$ cat config.mk
export PLATFORM = sky130hd
export DESIGN_NAME = dead_time_plant_model_step_flat
export DESIGN_NICKNAME = d
export VERILOG_FILES = /design/src/hdl/dtpm_pkg.sv /design/src/hdl/dtpm_in_if.sv /design/src/hdl/dtpm_out_if.sv /design/src/hdl/dtpm_mac.sv /design/src/hdl/dtpm_line.sv /design/src/hdl/dtpm_seq.sv /design/src/hdl/dead_time_plant_model_step.sv /design/src/flat_wrapper.sv
export SDC_FILE = /design/constraint.sdc
export NUM_CORES = 2
export LEC_CHECK = 0
export BUFFER_PORTS_ARGS = -buffer_cell sky130_fd_sc_hd__buf_4
export CAP_MARGIN = 15
export CORE_UTILIZATION = 65
export DETAILED_ROUTE_END_ITERATION = 10
export HOLD_SLACK_MARGIN = 0.12
export PLACE_DENSITY = 0.82
export RECOVER_POWER = 50
export SYNTH_ARGS = -nofsm -noshare
export SYNTH_HDL_FRONTEND = slang
export SYNTH_SLANG_ARGS = --single-unit
$ cat constraint.sdc
create_clock -name clk -period 28.7 [get_ports clk]
set_clock_uncertainty 0.05 [all_clocks]
set_input_delay 2.87 -clock clk [delete_from_list [all_inputs] [get_ports clk]]
set_output_delay 2.87 -clock clk [all_outputs]
set_load 0.02 [all_outputs]
$ cat src/hdl/dtpm_pkg.sv
// Shared constants, codes and control structs of the dead-time plant model step.
`timescale 1ns / 1ps
`default_nettype none

package dtpm_pkg;

  localparam int unsigned MAX_DEAD_TIME = 13;

  localparam int unsigned CTRL_W     = 16;
  localparam int unsigned COEF_W     = 32;
  localparam int unsigned OUT_W      = 15;
  localparam int unsigned FLAG_W     = 2;
  localparam int unsigned DT_W       = 4;
  localparam int unsigned IDX_W      = 3;
  localparam int unsigned PROD_W     = 64;
  localparam int unsigned TERM_W     = 48;
  localparam int unsigned ACC_W      = 50;
  localparam int unsigned LINE_AGE_W = 8;

  localparam logic [OUT_W-1:0] OUT_MAX   = 15'd30720;
  localparam logic [OUT_W-1:0] OUT_RESET = 15'd2560;

  localparam logic signed [COEF_W-1:0] GAIN_RST     = 32'sd328;
  localparam logic signed [COEF_W-1:0] COEF_A_RST   = 32'sd18233229;
  localparam logic signed [COEF_W-1:0] COEF_B_RST   = 32'sd14812840;
  localparam logic signed [COEF_W-1:0] COEF_C_RST   = -32'sd2368012;
  localparam logic signed [COEF_W-1:0] FEEDBACK_RST = 32'sd7101;
  localparam logic [DT_W-1:0]          DEAD_TIME_RST = 4'd3;

  typedef enum logic [IDX_W-1:0] {
    REG_GAIN      = 3'd0,
    REG_COEF_A    = 3'd1,
    REG_COEF_B    = 3'd2,
    REG_COEF_C    = 3'd3,
    REG_FEEDBACK  = 3'd4,
    REG_DEAD_TIME = 3'd5
  } reg_idx_t;

  typedef enum logic [FLAG_W-1:0] {
    FLAG_NONE = 2'd0,
    FLAG_LOW  = 2'd1,
    FLAG_HIGH = 2'd2
  } clamp_flag_t;

  typedef enum logic [3:0] {
    S_IDLE,
    S_GAIN,
    S_SCALE,
    S_RD_A,
    S_MUL_A,
    S_MUL_B,
    S_MUL_C,
    S_MUL_F,
    S_SUM,
    S_OUT
  } state_t;

  typedef enum logic [2:0] {
    MUL_GAIN,
    MUL_A,
    MUL_B,
    MUL_C,
    MUL_FB
  } mul_sel_t;

  typedef struct packed {
    logic     mul_en;
    mul_sel_t sel;
    logic     acc_clr;
    logic     acc_add;
    logic     term_fb;
  } mac_ctl_t;

  typedef struct packed {
    logic                  wr_en;
    logic                  rd_en;
    logic [LINE_AGE_W-1:0] rd_age;
  } line_ctl_t;

endpackage

`default_nettype wire

$ cat src/hdl/dtpm_in_if.sv
// Input channel: one control value per transfer.
`timescale 1ns / 1ps
`default_nettype none

interface dtpm_in_if;
  logic                                   valid;
  logic                                   ready;
  logic signed [dtpm_pkg::CTRL_W-1:0]     control_in;

  modport source (output valid, output control_in, input ready);
  modport sink   (input valid, input control_in, output ready);
endinterface

`default_nettype wire

$ cat src/hdl/dtpm_out_if.sv
// Output channel: plant output and clamp flag per transfer.
`timescale 1ns / 1ps
`default_nettype none

interface dtpm_out_if;
  logic                          valid;
  logic                          ready;
  logic [dtpm_pkg::OUT_W-1:0]    plant_out;
  logic [dtpm_pkg::FLAG_W-1:0]   clamp_flag;

  modport source (output valid, output plant_out, output clamp_flag, input ready);
  modport sink   (input valid, input plant_out, input clamp_flag, output ready);
endinterface

`default_nettype wire

$ cat src/hdl/dtpm_mac.sv
// Shared 32x32 multiplier with product register, saturating scaler and accumulator.
`timescale 1ns / 1ps
`default_nettype none

module dtpm_mac (
  input  wire logic                                  clk,
  input  wire dtpm_pkg::mac_ctl_t                    ctl,
  input  wire logic signed [dtpm_pkg::COEF_W-1:0]    input_gain,
  input  wire logic signed [dtpm_pkg::COEF_W-1:0]    coef_a,
  input  wire logic signed [dtpm_pkg::COEF_W-1:0]    coef_b,
  input  wire logic signed [dtpm_pkg::COEF_W-1:0]    coef_c,
  input  wire logic signed [dtpm_pkg::COEF_W-1:0]    feedback_coef,
  input  wire logic signed [dtpm_pkg::CTRL_W-1:0]    ctrl_val,
  input  wire logic signed [dtpm_pkg::COEF_W-1:0]    line_val,
  input  wire logic        [dtpm_pkg::OUT_W-1:0]     older,
  output logic signed      [dtpm_pkg::COEF_W-1:0]    scaled,
  output logic signed      [dtpm_pkg::ACC_W-1:0]     acc
);

  logic signed [dtpm_pkg::COEF_W-1:0] op_x;
  logic signed [dtpm_pkg::COEF_W-1:0] op_y;
  logic signed [dtpm_pkg::PROD_W-1:0] prod_full;
  logic signed [dtpm_pkg::PROD_W-1:0] prod;
  logic signed [dtpm_pkg::TERM_W-1:0] term;

  always_comb begin
    op_x = '0;
    op_y = '0;
    unique case (ctl.sel)
      dtpm_pkg::MUL_GAIN: begin
        op_x = input_gain;
        op_y = {{(dtpm_pkg::COEF_W-dtpm_pkg::CTRL_W){ctrl_val[dtpm_pkg::CTRL_W-1]}}, ctrl_val};
      end
      dtpm_pkg::MUL_A: begin
        op_x = coef_a;
        op_y = line_val;
      end
      dtpm_pkg::MUL_B: begin
        op_x = coef_b;
        op_y = line_val;
      end
      dtpm_pkg::MUL_C: begin
        op_x = coef_c;
        op_y = line_val;
      end
      dtpm_pkg::MUL_FB: begin
        op_x = feedback_coef;
        op_y = {{(dtpm_pkg::COEF_W-dtpm_pkg::OUT_W){1'b0}}, older};
      end
      default: begin
        op_x = '0;
        op_y = '0;
      end
    endcase
  end

  assign prod_full = op_x * op_y;

  always_ff @(posedge clk) begin
    if (ctl.mul_en) begin
      prod <= prod_full;
    end
  end

  // Feedback product is Q40.24 (drop 8 bits), the others Q32.32 (drop 16).
  assign term = ctl.term_fb ? prod[55:8] : prod[63:16];

  always_ff @(posedge clk) begin
    if (ctl.acc_clr) begin
      acc <= '0;
    end else if (ctl.acc_add) begin
      acc <= acc + {{(dtpm_pkg::ACC_W-dtpm_pkg::TERM_W){term[dtpm_pkg::TERM_W-1]}}, term};
    end
  end

  // Floor shift by 8 then saturate to 32 bits signed.
  always_comb begin
    if (prod[63:39] == '0 || prod[63:39] == '1) begin
      scaled = prod[39:8];
    end else if (prod[63]) begin
      scaled = {1'b1, {(dtpm_pkg::COEF_W-1){1'b0}}};
    end else begin
      scaled = {1'b0, {(dtpm_pkg::COEF_W-1){1'b1}}};
    end
  end

endmodule

`default_nettype wire

$ cat src/hdl/dtpm_line.sv
// Dead-time delay line: circular buffer memory with per-entry valid bits.
`timescale 1ns / 1ps
`default_nettype none

module dtpm_line #(
  parameter int unsigned Depth = dtpm_pkg::MAX_DEAD_TIME + 3
) (
  input  wire logic                                  clk,
  input  wire logic                                  rst,
  input  wire dtpm_pkg::line_ctl_t                   ctl,
  input  wire logic signed [dtpm_pkg::COEF_W-1:0]    wr_data,
  output logic signed      [dtpm_pkg::COEF_W-1:0]    rd_data
);

  localparam int unsigned AW = $clog2(Depth);
  localparam logic [AW:0] DepthW = (AW+1)'(Depth);

  logic signed [dtpm_pkg::COEF_W-1:0] mem [Depth];
  logic [Depth-1:0]                   valid;
  logic [AW-1:0]                      head;
  logic [AW-1:0]                      wr_addr;
  logic [AW-1:0]                      rd_addr;
  logic [AW:0]                        rd_sum;
  logic signed [dtpm_pkg::COEF_W-1:0] rd_q;
  logic                               rd_vld;

  // Newest entry sits at head; age k lives at head + k, wrapped.
  assign wr_addr = (head == '0) ? AW'(Depth - 1) : head - 1'b1;
  assign rd_sum  = {1'b0, head} + {1'b0, AW'(ctl.rd_age)};
  assign rd_addr = (rd_sum >= DepthW) ? AW'(rd_sum - DepthW) : rd_sum[AW-1:0];

  always_ff @(posedge clk) begin
    if (ctl.wr_en) begin
      mem[wr_addr] <= wr_data;
    end
    if (ctl.rd_en) begin
      rd_q <= mem[rd_addr];
    end
  end

  always_ff @(posedge clk) begin
    if (rst) begin
      head   <= '0;
      valid  <= '0;
      rd_vld <= 1'b0;
    end else begin
      if (ctl.wr_en) begin
        head           <= wr_addr;
        valid[wr_addr] <= 1'b1;
      end
      if (ctl.rd_en) begin
        rd_vld <= valid[rd_addr];
      end
    end
  end

  // Entries never written read as zero.
  assign rd_data = rd_vld ? rd_q : '0;

`ifndef SYNTH
  a_no_rd_wr_same_cycle: assert property (@(posedge clk) disable iff (rst)
    !(ctl.wr_en && ctl.rd_en))
    else $error("delay line read and write in one cycle");

  a_head_in_range: assert property (@(posedge clk) disable iff (rst)
    {1'b0, head} < DepthW)
    else $error("delay line head out of range");

  a_write_advances_head: assert property (@(posedge clk) disable iff (rst)
    ctl.wr_en |=> valid[head])
    else $error("written entry not marked valid at new head");
`endif

endmodule

`default_nettype wire

$ cat src/hdl/dtpm_seq.sv
// Step sequencer: drives the shared multiplier and the delay line port.
`timescale 1ns / 1ps
`default_nettype none

module dtpm_seq #(
  parameter int unsigned MaxDeadTime = dtpm_pkg::MAX_DEAD_TIME
) (
  input  wire logic                           clk,
  input  wire logic                           rst,
  input  wire logic                           in_valid,
  input  wire logic [dtpm_pkg::DT_W-1:0]      dead_time,
  input  wire logic                           out_free,
  output logic                                in_ready,
  output dtpm_pkg::mac_ctl_t                  mac_ctl,
  output dtpm_pkg::line_ctl_t                 line_ctl,
  output logic                                out_load
);

  dtpm_pkg::state_t state;
  dtpm_pkg::state_t state_next;

  logic [dtpm_pkg::LINE_AGE_W-1:0] z;

  // Clamp the dead time to MaxDeadTime.
  assign z = (32'(dead_time) > 32'(MaxDeadTime)) ? dtpm_pkg::LINE_AGE_W'(MaxDeadTime)
                                                 : dtpm_pkg::LINE_AGE_W'(dead_time);

  always_ff @(posedge clk) begin
    if (rst) begin
      state <= dtpm_pkg::S_IDLE;
    end else begin
      state <= state_next;
    end
  end

  always_comb begin
    state_next = state;
    unique case (state)
      dtpm_pkg::S_IDLE:  if (in_valid) state_next = dtpm_pkg::S_GAIN;
      dtpm_pkg::S_GAIN:  state_next = dtpm_pkg::S_SCALE;
      dtpm_pkg::S_SCALE: state_next = dtpm_pkg::S_RD_A;
      dtpm_pkg::S_RD_A:  state_next = dtpm_pkg::S_MUL_A;
      dtpm_pkg::S_MUL_A: state_next = dtpm_pkg::S_MUL_B;
      dtpm_pkg::S_MUL_B: state_next = dtpm_pkg::S_MUL_C;
      dtpm_pkg::S_MUL_C: state_next = dtpm_pkg::S_MUL_F;
      dtpm_pkg::S_MUL_F: state_next = dtpm_pkg::S_SUM;
      dtpm_pkg::S_SUM:   state_next = dtpm_pkg::S_OUT;
      dtpm_pkg::S_OUT:   if (out_free) state_next = dtpm_pkg::S_IDLE;
      default:           state_next = dtpm_pkg::S_IDLE;
    endcase
  end

  always_comb begin
    in_ready         = 1'b0;
    out_load         = 1'b0;
    mac_ctl.mul_en   = 1'b0;
    mac_ctl.sel      = dtpm_pkg::MUL_GAIN;
    mac_ctl.acc_clr  = 1'b0;
    mac_ctl.acc_add  = 1'b0;
    mac_ctl.term_fb  = 1'b0;
    line_ctl.wr_en   = 1'b0;
    line_ctl.rd_en   = 1'b0;
    line_ctl.rd_age  = z;
    unique case (state)
      dtpm_pkg::S_IDLE: begin
        in_ready = 1'b1;
      end
      dtpm_pkg::S_GAIN: begin
        mac_ctl.mul_en  = 1'b1;
        mac_ctl.sel     = dtpm_pkg::MUL_GAIN;
        mac_ctl.acc_clr = 1'b1;
      end
      dtpm_pkg::S_SCALE: begin
        line_ctl.wr_en = 1'b1;
      end
      dtpm_pkg::S_RD_A: begin
        line_ctl.rd_en  = 1'b1;
        line_ctl.rd_age = z;
      end
      dtpm_pkg::S_MUL_A: begin
        mac_ctl.mul_en  = 1'b1;
        mac_ctl.sel     = dtpm_pkg::MUL_A;
        line_ctl.rd_en  = 1'b1;
        line_ctl.rd_age = z + 1'b1;
      end
      dtpm_pkg::S_MUL_B: begin
        mac_ctl.acc_add = 1'b1;
        mac_ctl.mul_en  = 1'b1;
        mac_ctl.sel     = dtpm_pkg::MUL_B;
        line_ctl.rd_en  = 1'b1;
        line_ctl.rd_age = z + 2'd2;
      end
      dtpm_pkg::S_MUL_C: begin
        mac_ctl.acc_add = 1'b1;
        mac_ctl.mul_en  = 1'b1;
        mac_ctl.sel     = dtpm_pkg::MUL_C;
      end
      dtpm_pkg::S_MUL_F: begin
        mac_ctl.acc_add = 1'b1;
        mac_ctl.mul_en  = 1'b1;
        mac_ctl.sel     = dtpm_pkg::MUL_FB;
      end
      dtpm_pkg::S_SUM: begin
        mac_ctl.acc_add = 1'b1;
        mac_ctl.term_fb = 1'b1;
      end
      dtpm_pkg::S_OUT: begin
        out_load = out_free;
      end
      default: begin
        in_ready = 1'b0;
      end
    endcase
  end

`ifndef SYNTH
  a_accept_starts_step: assert property (@(posedge clk) disable iff (rst)
    in_valid && in_ready |=> state == dtpm_pkg::S_GAIN)
    else $error("accepted item did not start a step");

  a_hold_until_free: assert property (@(posedge clk) disable iff (rst)
    state == dtpm_pkg::S_OUT && !out_free |=> state == dtpm_pkg::S_OUT)
    else $error("result dropped while output slot busy");

  a_ready_only_idle: assert property (@(posedge clk) disable iff (rst)
    in_ready |-> state == dtpm_pkg::S_IDLE)
    else $error("input ready outside idle");
`endif

endmodule

`default_nettype wire

$ cat src/hdl/dead_time_plant_model_step.sv
// Top level of the dead-time plant model step.
// Usage:
//   in_ch transfers one signed Q8.8 control value per plant step; out_ch
//   transfers the clamped unsigned Q7.8 plant output with its clamp flag
//   (none, clamped at zero, clamped at 120). Coefficients and dead time are
//   written through cfg_we/cfg_index/cfg_wdata, unknown indexes are ignored;
//   the user must write them only while no step is in flight (not enforced).
// Timing:
//   A step runs five products through one shared 32x32 multiplier and reads
//   three delay line entries over the line's single read port. The result is
//   loaded into the output register at the end of the step, and a new item is
//   taken only once the previous result has been loaded into it.
// Reset (rst, synchronous): registers return to their default coefficients,
//   the delay line reads as zero and both output history values are 10.0.
// Stall: a finished result sits in the output register; a following item may
//   be taken and computed, then waits in its last step until the register
//   is free. in_ch.ready is low while a step runs.
`timescale 1ns / 1ps
`default_nettype none

module dead_time_plant_model_step #(
  parameter int unsigned MaxDeadTime = dtpm_pkg::MAX_DEAD_TIME
) (
  input  wire logic                             clk,
  input  wire logic                             rst,
  dtpm_in_if.sink                               in_ch,
  dtpm_out_if.source                            out_ch,
  input  wire logic                             cfg_we,
  input  wire logic [dtpm_pkg::IDX_W-1:0]       cfg_index,
  input  wire logic [dtpm_pkg::COEF_W-1:0]      cfg_wdata
);

  logic signed [dtpm_pkg::COEF_W-1:0] input_gain;
  logic signed [dtpm_pkg::COEF_W-1:0] coef_a;
  logic signed [dtpm_pkg::COEF_W-1:0] coef_b;
  logic signed [dtpm_pkg::COEF_W-1:0] coef_c;
  logic signed [dtpm_pkg::COEF_W-1:0] feedback_coef;
  logic        [dtpm_pkg::DT_W-1:0]   dead_time;

  logic signed [dtpm_pkg::CTRL_W-1:0] ctrl_q;
  logic [dtpm_pkg::OUT_W-1:0]         newest_output;
  logic [dtpm_pkg::OUT_W-1:0]         older_output;

  logic                               out_valid;
  logic [dtpm_pkg::OUT_W-1:0]         plant_out_q;
  dtpm_pkg::clamp_flag_t              flag_q;

  dtpm_pkg::mac_ctl_t                 mac_ctl;
  dtpm_pkg::line_ctl_t                line_ctl;
  logic                               in_ready;
  logic                               out_free;
  logic                               out_load;

  logic signed [dtpm_pkg::COEF_W-1:0] scaled;
  logic signed [dtpm_pkg::COEF_W-1:0] line_val;
  logic signed [dtpm_pkg::ACC_W-1:0]  acc;
  logic signed [dtpm_pkg::ACC_W-9:0]  res;
  logic [dtpm_pkg::OUT_W-1:0]         res_clamped;
  dtpm_pkg::clamp_flag_t              res_flag;

  always_ff @(posedge clk) begin
    if (rst) begin
      input_gain    <= dtpm_pkg::GAIN_RST;
      coef_a        <= dtpm_pkg::COEF_A_RST;
      coef_b        <= dtpm_pkg::COEF_B_RST;
      coef_c        <= dtpm_pkg::COEF_C_RST;
      feedback_coef <= dtpm_pkg::FEEDBACK_RST;
      dead_time     <= dtpm_pkg::DEAD_TIME_RST;
    end else if (cfg_we) begin
      unique case (dtpm_pkg::reg_idx_t'(cfg_index))
        dtpm_pkg::REG_GAIN:      input_gain    <= cfg_wdata;
        dtpm_pkg::REG_COEF_A:    coef_a        <= cfg_wdata;
        dtpm_pkg::REG_COEF_B:    coef_b        <= cfg_wdata;
        dtpm_pkg::REG_COEF_C:    coef_c        <= cfg_wdata;
        dtpm_pkg::REG_FEEDBACK:  feedback_coef <= cfg_wdata;
        dtpm_pkg::REG_DEAD_TIME: dead_time     <= cfg_wdata[dtpm_pkg::DT_W-1:0];
        default: ;
      endcase
    end
  end

  always_ff @(posedge clk) begin
    if (in_ch.valid && in_ready) begin
      ctrl_q <= in_ch.control_in;
    end
  end

  assign in_ch.ready = in_ready;
  assign out_free    = !out_valid || out_ch.ready;

  dtpm_seq #(
    .MaxDeadTime(MaxDeadTime)
  ) u_seq (
    .clk      (clk),
    .rst      (rst),
    .in_valid (in_ch.valid),
    .dead_time(dead_time),
    .out_free (out_free),
    .in_ready (in_ready),
    .mac_ctl  (mac_ctl),
    .line_ctl (line_ctl),
    .out_load (out_load)
  );

  dtpm_mac u_mac (
    .clk          (clk),
    .ctl          (mac_ctl),
    .input_gain   (input_gain),
    .coef_a       (coef_a),
    .coef_b       (coef_b),
    .coef_c       (coef_c),
    .feedback_coef(feedback_coef),
    .ctrl_val     (ctrl_q),
    .line_val     (line_val),
    .older        (older_output),
    .scaled       (scaled),
    .acc          (acc)
  );

  dtpm_line #(
    .Depth(MaxDeadTime + 3)
  ) u_line (
    .clk    (clk),
    .rst    (rst),
    .ctl    (line_ctl),
    .wr_data(scaled),
    .rd_data(line_val)
  );

  // Bring the Q.16 sum to signed Q34.8 with floor, then clamp to 0..120.
  assign res = acc[dtpm_pkg::ACC_W-1:8];

  always_comb begin
    if (res[dtpm_pkg::ACC_W-9]) begin
      res_clamped = '0;
      res_flag    = dtpm_pkg::FLAG_LOW;
    end else if (res > $signed({{(dtpm_pkg::ACC_W-8-dtpm_pkg::OUT_W){1'b0}},
                                dtpm_pkg::OUT_MAX})) begin
      res_clamped = dtpm_pkg::OUT_MAX;
      res_flag    = dtpm_pkg::FLAG_HIGH;
    end else begin
      res_clamped = res[dtpm_pkg::OUT_W-1:0];
      res_flag    = dtpm_pkg::FLAG_NONE;
    end
  end

  always_ff @(posedge clk) begin
    if (rst) begin
      out_valid     <= 1'b0;
      newest_output <= dtpm_pkg::OUT_RESET;
      older_output  <= dtpm_pkg::OUT_RESET;
    end else if (out_load) begin
      out_valid     <= 1'b1;
      older_output  <= newest_output;
      newest_output <= res_clamped;
    end else if (out_ch.ready) begin
      out_valid <= 1'b0;
    end
  end

  always_ff @(posedge clk) begin
    if (out_load) begin
      plant_out_q <= res_clamped;
      flag_q      <= res_flag;
    end
  end

  assign out_ch.valid      = out_valid;
  assign out_ch.plant_out  = plant_out_q;
  assign out_ch.clamp_flag = flag_q;

`ifndef SYNTH
  a_out_in_range: assert property (@(posedge clk) disable iff (rst)
    out_valid |-> plant_out_q <= dtpm_pkg::OUT_MAX)
    else $error("plant output above clamp limit");

  a_flag_matches_value: assert property (@(posedge clk) disable iff (rst)
    out_valid && (flag_q == dtpm_pkg::FLAG_LOW || flag_q == dtpm_pkg::FLAG_HIGH)
      |-> (flag_q == dtpm_pkg::FLAG_LOW && plant_out_q == '0)
       || (flag_q == dtpm_pkg::FLAG_HIGH && plant_out_q == dtpm_pkg::OUT_MAX))
    else $error("clamp flag disagrees with output value");

  a_history_tracks_output: assert property (@(posedge clk) disable iff (rst)
    out_load |=> newest_output == plant_out_q && older_output == $past(newest_output))
    else $error("output history not updated with result");
`endif

endmodule

`default_nettype wire

$ cat src/flat_wrapper.sv
// flat-port wrapper written by rule: the top's interface ports become plain ports
module dead_time_plant_model_step_flat 
#(
  parameter int unsigned MaxDeadTime = dtpm_pkg::MAX_DEAD_TIME
)
  (clk, rst, cfg_we, cfg_index, cfg_wdata, in_ch_valid, in_ch_control_in, in_ch_ready, out_ch_valid, out_ch_plant_out, out_ch_clamp_flag, out_ch_ready);
  dtpm_in_if in_ch_i ();
  dtpm_out_if out_ch_i ();
  input  wire logic clk;
  input  wire logic rst;
  input  wire logic cfg_we;
  input  wire logic [dtpm_pkg::IDX_W-1:0] cfg_index;
  input  wire logic [dtpm_pkg::COEF_W-1:0] cfg_wdata;
  input wire logic [$bits(in_ch_i.valid)-1:0] in_ch_valid;
  input wire logic [$bits(in_ch_i.control_in)-1:0] in_ch_control_in;
  output wire logic [$bits(in_ch_i.ready)-1:0] in_ch_ready;
  output wire logic [$bits(out_ch_i.valid)-1:0] out_ch_valid;
  output wire logic [$bits(out_ch_i.plant_out)-1:0] out_ch_plant_out;
  output wire logic [$bits(out_ch_i.clamp_flag)-1:0] out_ch_clamp_flag;
  input wire logic [$bits(out_ch_i.ready)-1:0] out_ch_ready;
  assign in_ch_i.valid = in_ch_valid;
  assign in_ch_i.control_in = in_ch_control_in;
  assign in_ch_ready = in_ch_i.ready;
  assign out_ch_valid = out_ch_i.valid;
  assign out_ch_plant_out = out_ch_i.plant_out;
  assign out_ch_clamp_flag = out_ch_i.clamp_flag;
  assign out_ch_i.ready = out_ch_ready;
  dead_time_plant_model_step #(.MaxDeadTime(MaxDeadTime)) u_core (.clk(clk), .rst(rst), .in_ch(in_ch_i), .out_ch(out_ch_i), .cfg_we(cfg_we), .cfg_index(cfg_index), .cfg_wdata(cfg_wdata));
endmodule
=== Word level (Yosys, flattened, before mapping) ===
Memories as Yosys holds them, arrays and structs flattened. A register that Yosys moved wholly into a read port is not among the register bits.
Cells that the tools add are included.

* Word-level logic and storage cells: 105
* Output and inout port bits: 19
* Flip-flop bits (word level): 367
* Input bits: 56
* Memories kept: 1
* Bits in writable memories: 512

* Add/subtract/negate cells: 6
* Equal/unequal tests: 21
* Multiply operators: 1
* Mux-type cells: 31
* Bitwise gates (word level): 1
* $lt $le $gt $ge: 6
* Reductions and logical operators: 20

{| class="wikitable"
|+ Memories
! name !! depth !! bits a word !! rd ports !! clocked after memory_dff !! wr ports !! line !! RTL
|-
| u_core.u_line.mem || 16 || 32 || 1 || 1 || 1 || dtpm_line.sv:18 || <nowiki>logic signed [dtpm_pkg::COEF_W-1:0] mem [Depth];</nowiki>
|}

{| class="wikitable"
|+ Operators by type and width
! operator !! number
|-
| case mux 32 bit (5 select lines) || 1
|-
| two-way mux 32 bit || 3
|-
| case mux 32 bit (3 select lines) || 1
|-
| multiplier 32 x 32 -> 64 bit || 1
|-
| adder 50 bit || 1
|-
| two-way mux 48 bit || 1
|-
| greater-than comparator 42 x 16 -> 1 bit, second input constant || 1
|-
| case mux 4 bit (10 select lines) || 1
|-
| two-way mux 15 bit || 2
|-
| case mux 9 bit (3 select lines) || 1
|-
| equality test 25 bit, second input constant || 1
|-
| logical NOT 25 bit || 1
|-
| two-way mux 4 bit || 5
|-
| case mux 4 bit (5 select lines) || 1
|-
| equality test 4 x 3 -> 1 bit, second input constant || 4
|-
| bitwise OR 16 bit || 1
|-
| AND reduction 2 bit || 7
|-
| equality test 3 x 2 -> 1 bit, second input constant || 4
|-
| two-way mux 1 bit || 12
|-
| less-than comparator 4 x 5 -> 1 bit, second input constant || 2
|-
| equality test 3 bit, second input constant || 3
|-
| equality test 4 x 2 -> 1 bit, second input constant || 2
|-
| equality test 4 bit, second input constant || 2
|-
| logical NOT 4 bit || 2
|-
| 20 further kinds || 26
|}

=== Logic depth before layout (Yosys ltp) ===
* Word-level depth: 9
* Gate-level depth with buffers: 40
* Depth with buffers taken out: 35

=== Hierarchy ===
A second synthesis with hierarchy kept.

* Cells, all modules: 7,136
* Area total of the unflattened synthesis: 74,875.6 µm²

{| class="wikitable"
|+ Modules (own cells, without submodules)
! module !! sequential area each (µm²) !! times used !! area an instance (µm²) !! cells each
|-
| dtpm_mac || 2,682.6 || 1 || 44,487.7 || 5,119
|-
| dtpm_line || 16,756.1 || 1 || 21,823.4 || 1,064
|-
| dead_time_plant_model_step || 4,894.7 || 1 || 8,114.0 || 889
|-
| dtpm_seq || 80.1 || 1 || 450.4 || 64
|}

=== Worst setup path after synthesis ===
Ideal clock, no wire load.

* Path type: reg2reg
* From: register u_core.u_seq.state[0]
* To: register u_core.u_mac.prod[60] (netlist bit) (data pin)
* Data required time: 28.392 ns
* Buffers on the path: 5
* Data arrival time: 9.630 ns
* Setup slack: 18.763 ns
* Library setup time: 0.258 ns
* Stages on the path, launching flop included: 36
* Period minus slack after synthesis: 9.937 ns
* Cell sequence: dfxtp_1 > buf_4 > buf_1 > buf_1 > mux4_2 > nand2_1 > and2_1 > clkbuf_1 > clkbuf_1 > nor2_1 > fa_1 > fa_1 > fa_1 > inv_1 > fa_1 > inv_1 > fa_1 > fa_1 > fa_1 > inv_1 > fa_1 > inv_1 > ha_1 > a21oi_1 > o21a_1 > o21ai_0 > a21o_1 > a221o_1 > a211o_1 > o211ai_1 > a311oi_1 > o311ai_1 > o21bai_1 > a21o_1 > a21oi_1 > xnor2_1

* Cells in the longest elaborated chain, start to end: 6
* Elaborated cells on any way between the ends: 15
* Those cells by class: 1 x mul; 9 x eq/ne; 3 x mux; 2 x reduce/logical

{| class="wikitable"
|+ RTL lines
! element !! line !! RTL
|-
| from (decl) || dtpm_seq.sv:19 || <nowiki>dtpm_pkg::state_t state;</nowiki>
|-
| from (signal assigned) || dtpm_seq.sv:30 || <nowiki>state <= dtpm_pkg::S_IDLE;</nowiki>
|-
| from (signal assigned) || dtpm_seq.sv:32 || <nowiki>state <= state_next;</nowiki>
|-
| equality test 4 x 3 -> 1 bit / equality test 4 x 1 -> 1 bit (equally long branches) || dtpm_seq.sv:64 || <nowiki>unique case (state)</nowiki>
|-
| case mux 4 bit (5 select lines) (*) || dtpm_seq.sv:64 ||
|-
| equality test 3 x 2 -> 1 bit / equality test 3 x 1 -> 1 bit (equally long branches) || dtpm_mac.sv:29 || <nowiki>unique case (ctl.sel)</nowiki>
|-
| OR reduction 3 bit (no source line) || -- ||
|-
| case mux 32 bit (3 select lines) || dtpm_mac.sv:29 ||
|-
| multiplier 32 x 32 -> 64 bit (*) || dtpm_mac.sv:57 || <nowiki>assign prod_full = op_x * op_y;</nowiki>
|-
| via u_core.u_mac.prod_full (one bit) || dtpm_mac.sv:22 || <nowiki>logic signed [dtpm_pkg::PROD_W-1:0] prod_full;</nowiki>
|-
| to (signal assigned) || dtpm_mac.sv:61 || <nowiki>prod <= prod_full;</nowiki>
|-
| to (decl) || dtpm_mac.sv:23 || <nowiki>logic signed [dtpm_pkg::PROD_W-1:0] prod;</nowiki>
|}

Mark *: on every way through the listed nets, which the timed path passes. The rest lies on a longest branch.
A chain may end at the register's enable or synchronous reset.

=== Worst setup path after layout ===
* From: register u_core.u_seq.state[0]
* To: register u_core.u_mac.prod[63] (netlist bit) (data pin)

Same word-level chain as after synthesis.

==> results.py <==
metrics = {
    "status": {
        "status": "complete, but fails checks",
        "violations": "max-capacitance violations, max-slew violations",
    },
    "drt": {
        "drc_errors": 0,
        "routedWlPerCell_um": 27.24,
        "drt_iter0_drc": 6521,
        "via_per_inst": 6.354,
        "vias": 53210,
        "top_layer_used": "met5",
        "drt-met1-wl_um": 75360,
        "antenna_left": 0,
        "drt-total-wl_um": 228100,
        "firstDrtPassIters": 7,
        "wl_met2_um": 103600,
        "dr_wl_met3_um": 30810,
    },
    "sta": {
        "max_freq_mhz": 77.56,
        "worst_slew_pin_slew_ns": 6.392,
        "fin_crit_ns": 12.89,
        "drv_slew": 545,
        "setup_viol": 0,
        "timing.hold.ws_ns": 0.4044,
        "rsz0062_at_grt": "false",
        "fin_crit_sh_pct": 44.93,
        "final-hold-violation-count": 0,
        "relSlewSlack_pct": -326.1,
        "finalSetupTns_ns": 0,
    },
    "floorplanning": {
        "initial_core_util_pct": 65.72,
        "die_y_um": 336.7,
        "ios": 75,
        "core_area_um2": 110800,
        "fp.dieW_um": 336.7,
        "die_area_um2": 113400,
        "rows": 122,
    },
    "place": {
        "gp_congestion": 1.006,
        "placed_cell_area_um2": 75310,
        "post-dp-hpwl_um": 157900,
        "io_buffers": 74,
    },
    "power_and_ir_drop": {
        "p_comb_share_pct": 61.0,
        "worst_ir_drop_vdd_mv": 0.1073,
        "p_leak_nw": 33.59,
        "p_clk_share_pct": 15.3,
        "pwr-share-seq_pct": 23.7,
        "swShare_pct": 47.07,
        "p_int_mw": 4.137,
        "switching_power_mw": 3.679,
        "pwr_density_cell_nw_per_um2": 100.2,
        "total_power_mw": 7.816,
    },
    "worst_setup_path": {
        "cp.arrival_ns": 13.24,
        "path_class": "reg2reg",
        "startpoint_type": "register",
        "crit_top_cell": "fa_1",
        "path_delay_family": "adder cells",
        "crit_fanout": 56,
        "critPathBufInv": 5,
        "crit_path_end_kind": "register",
        "cp_slowest_cell": "dfxtp_1",
        "cp_slowest_stage_delay_ns": 2.47,
        "critical_path_required_ns": 29.05,
    },
    "logic_synthesis": {
        "yosys_warnings": 0,
        "postSynthAreaPerCell_um2": 10.63,
        "syn-cell-area_um2": 72830,
        "yosysSeqAreaShare_pct": 33.52,
        "yosys_register_bits": 903,
        "synth_nets": 8233,
        "synth_ff_type": "edfxtp_1",
        "synth_async_sr_flop_share_pct": 0,
        "synth_edf_count": 633,
        "synthDistinctLibCells": 71,
        "syn_inst": 6855,
    },
    "clock_tree": {
        "post_cts_buffers": 0,
        "cts_resized": 0,
        "cts_buffers": 89,
        "h-tree-depth": 3,
        "ctsLongestPathBuffers": 3,
        "cts_tree": "done",
        "ctsHoldBuffers": 0,
        "clock_sinks": 903,
        "cts-root-buf": "clkbuf_16",
        "clkTransAtPathRegs_ns": 0.06,
        "clk_latency_ns": 0.73,
    },
    "finish": {
        "drive_gt1_share_pct": 8.200,
        "fill_cells": 7709,
        "synthToLayoutAreaGrowth_pct": 7.097,
        "num-nets-final": 8181,
        "fin_area_um2": 78000,
    },
    "run": {
        "drv_cap": 14,
    },
    "worst_hold_path": {
        "hp-class": "reg2reg",
    },
    "global_routing": {
        "grt_pass1_vias": 55860,
        "gr-total-overflow": 0,
        "grt_pass1_wl_um": 345000,
        "grt_max_degree": 135,
        "antenna_found_initial": 5,
        "grt.total_usage_pct": 41.92,
    },
}
-- path summary, 6_finish.rpt --
check / slack (ns) / depth (start not counted) / to / start
setup / recovery: 15.81 / 32 / u_core.u_mac.prod[63]$_DFFE_PN_ / u_core.u_seq.state[0]$_SDFFE_PP0P_
hold / removal: 0.40 / 2 / u_core.coef_a[1]$_SDFFE_PP0P_ / u_core.coef_a[1]$_SDFFE_PP0P_
setup reg to reg: 15.81 / 32 / u_core.u_mac.prod[63]$_DFFE_PN_ / u_core.u_seq.state[0]$_SDFFE_PP0P_
hold reg to reg: 0.40 / 2 / u_core.coef_a[1]$_SDFFE_PP0P_ / u_core.coef_a[1]$_SDFFE_PP0P_
-- through the flow --
stage / worst slack (ns) / std cells / utilization (%)
finish: 15.81 / 8373 / 70.39
global route: 14.99 / 8366 / 70.37
CTS: 17.71 / 8364 / 70.59
detailed placement: 17.79 / 8198 / 67.96
global placement: 17.85 / 8197 / 67.95
floorplan: 18.76 / 6855 / -
-- cell families after synthesis --
kind of cell    synth area share [%]
simple gates                   12.39
buf+inv                        7.669
fa+ha+maj                      33.87
flops                          33.52
compound gates                 5.544
mux                            5.583
xor+xnor                       1.419
-- area by class of cell --
cell class	count	area (um2)	area share [%]
antenna	7	17.52	0.02246
clock buffer	123	2425	3.109
clock inverter	43	484.2	0.6208
inverter	1117	4193	5.375
multi-input combinational	4466	43110	55.26
sequential	903	24410	31.30
tap	1488	1862	2.387
timing repair buffer	226	1501	1.925
-- worst reg2reg max path: cells and delay by family (launching register included) --
family | cells | cell delay (ns)
simple gates | 5 | 1.91
compound gates | 12 | 3.22
fa+ha+maj | 9 | 4.40
flops | 1 | 2.47
xor+xnor | 1 | 0.09
buf+inv | 5 | 0.48
-- cell usage after synthesis (35+ instances only) --
cell	count	area, um2
a211oi_1	42	315.3
a21o_1	85	638.1
a21oi_1	280	1401
a31oi_1	41	256.5
and2_1	95	594.3
clkbuf_1	338	1269
dfxtp_1	270	5405
edfxtp_1	633	19010
fa_1	1083	21680
ha_1	239	2990
inv_1	1117	4193
mux4_2	163	3671
nand2_1	1107	4155
nand3b_1	64	480.5
nor2_1	731	2744
o21ai_0	102	510.5
xnor2_1	83	727.0
xor2_1	35	306.5
-- flip-flops by register name (all words and copies together) (netlist names) --
register                  flops
u_core.u_line.mem           512
u_core.ctrl_q                16
u_core.u_seq.state            4
u_core.out_ch.clamp_flag      2
u_core.coef_a                32
u_core.u_line.rd_vld          1
u_core.dead_time              4
u_core.u_mac.acc             50
u_core.input_gain            32
u_core.coef_b                32
u_core.newest_output         15
u_core.u_line.valid          16
u_core.u_line.rd_q           32
u_core.out_ch.valid           1
u_core.u_mac.prod            56
u_core.u_line.head            4
u_core.feedback_coef         32
u_core.older_output          15
u_core.out_ch.plant_out      15
u_core.coef_c                32
-- cells in the final DEF, fill, tap and decap left out, types with 41 or more instances in the layout --
cell          n
dfxtp_1     269
a21o_1       85
mux4_2      163
nand2_1    1107
o21ai_0     102
a21oi_1     271
nor2_1      714
ha_1        238
edfxtp_1    633
and2_1       85
fa_1       1082
a31oi_1      41
clkbuf_1     79
xnor2_1      81
clkbuf_16    89
nand3b_1     64
a211oi_1     42
buf_4       168
inv_1      1116
-- metal layers --
layer / track usage (%) / up-vias
met1: 51.10 / 26420
li1: - / 21630
met3: 13.50 / 1104
met5: 0.2979 / -
met4: 27.27 / 4
met2: 64.55 / 4046
-- power by group through the flow --
stage,Sequential [mW],Clock [mW],Combinational [mW]
2_1_floorplan,1.80,0,2.96
3_3_place_gp,1.86,0,4.47
3_5_place_dp,1.86,0,4.50
4_1_cts,1.84,1.20,4.64
5_1_grt,1.85,1.24,5.13
6_report,1.85,1.19,4.77
No activity file was read; power rests on OpenSTA's default activity.
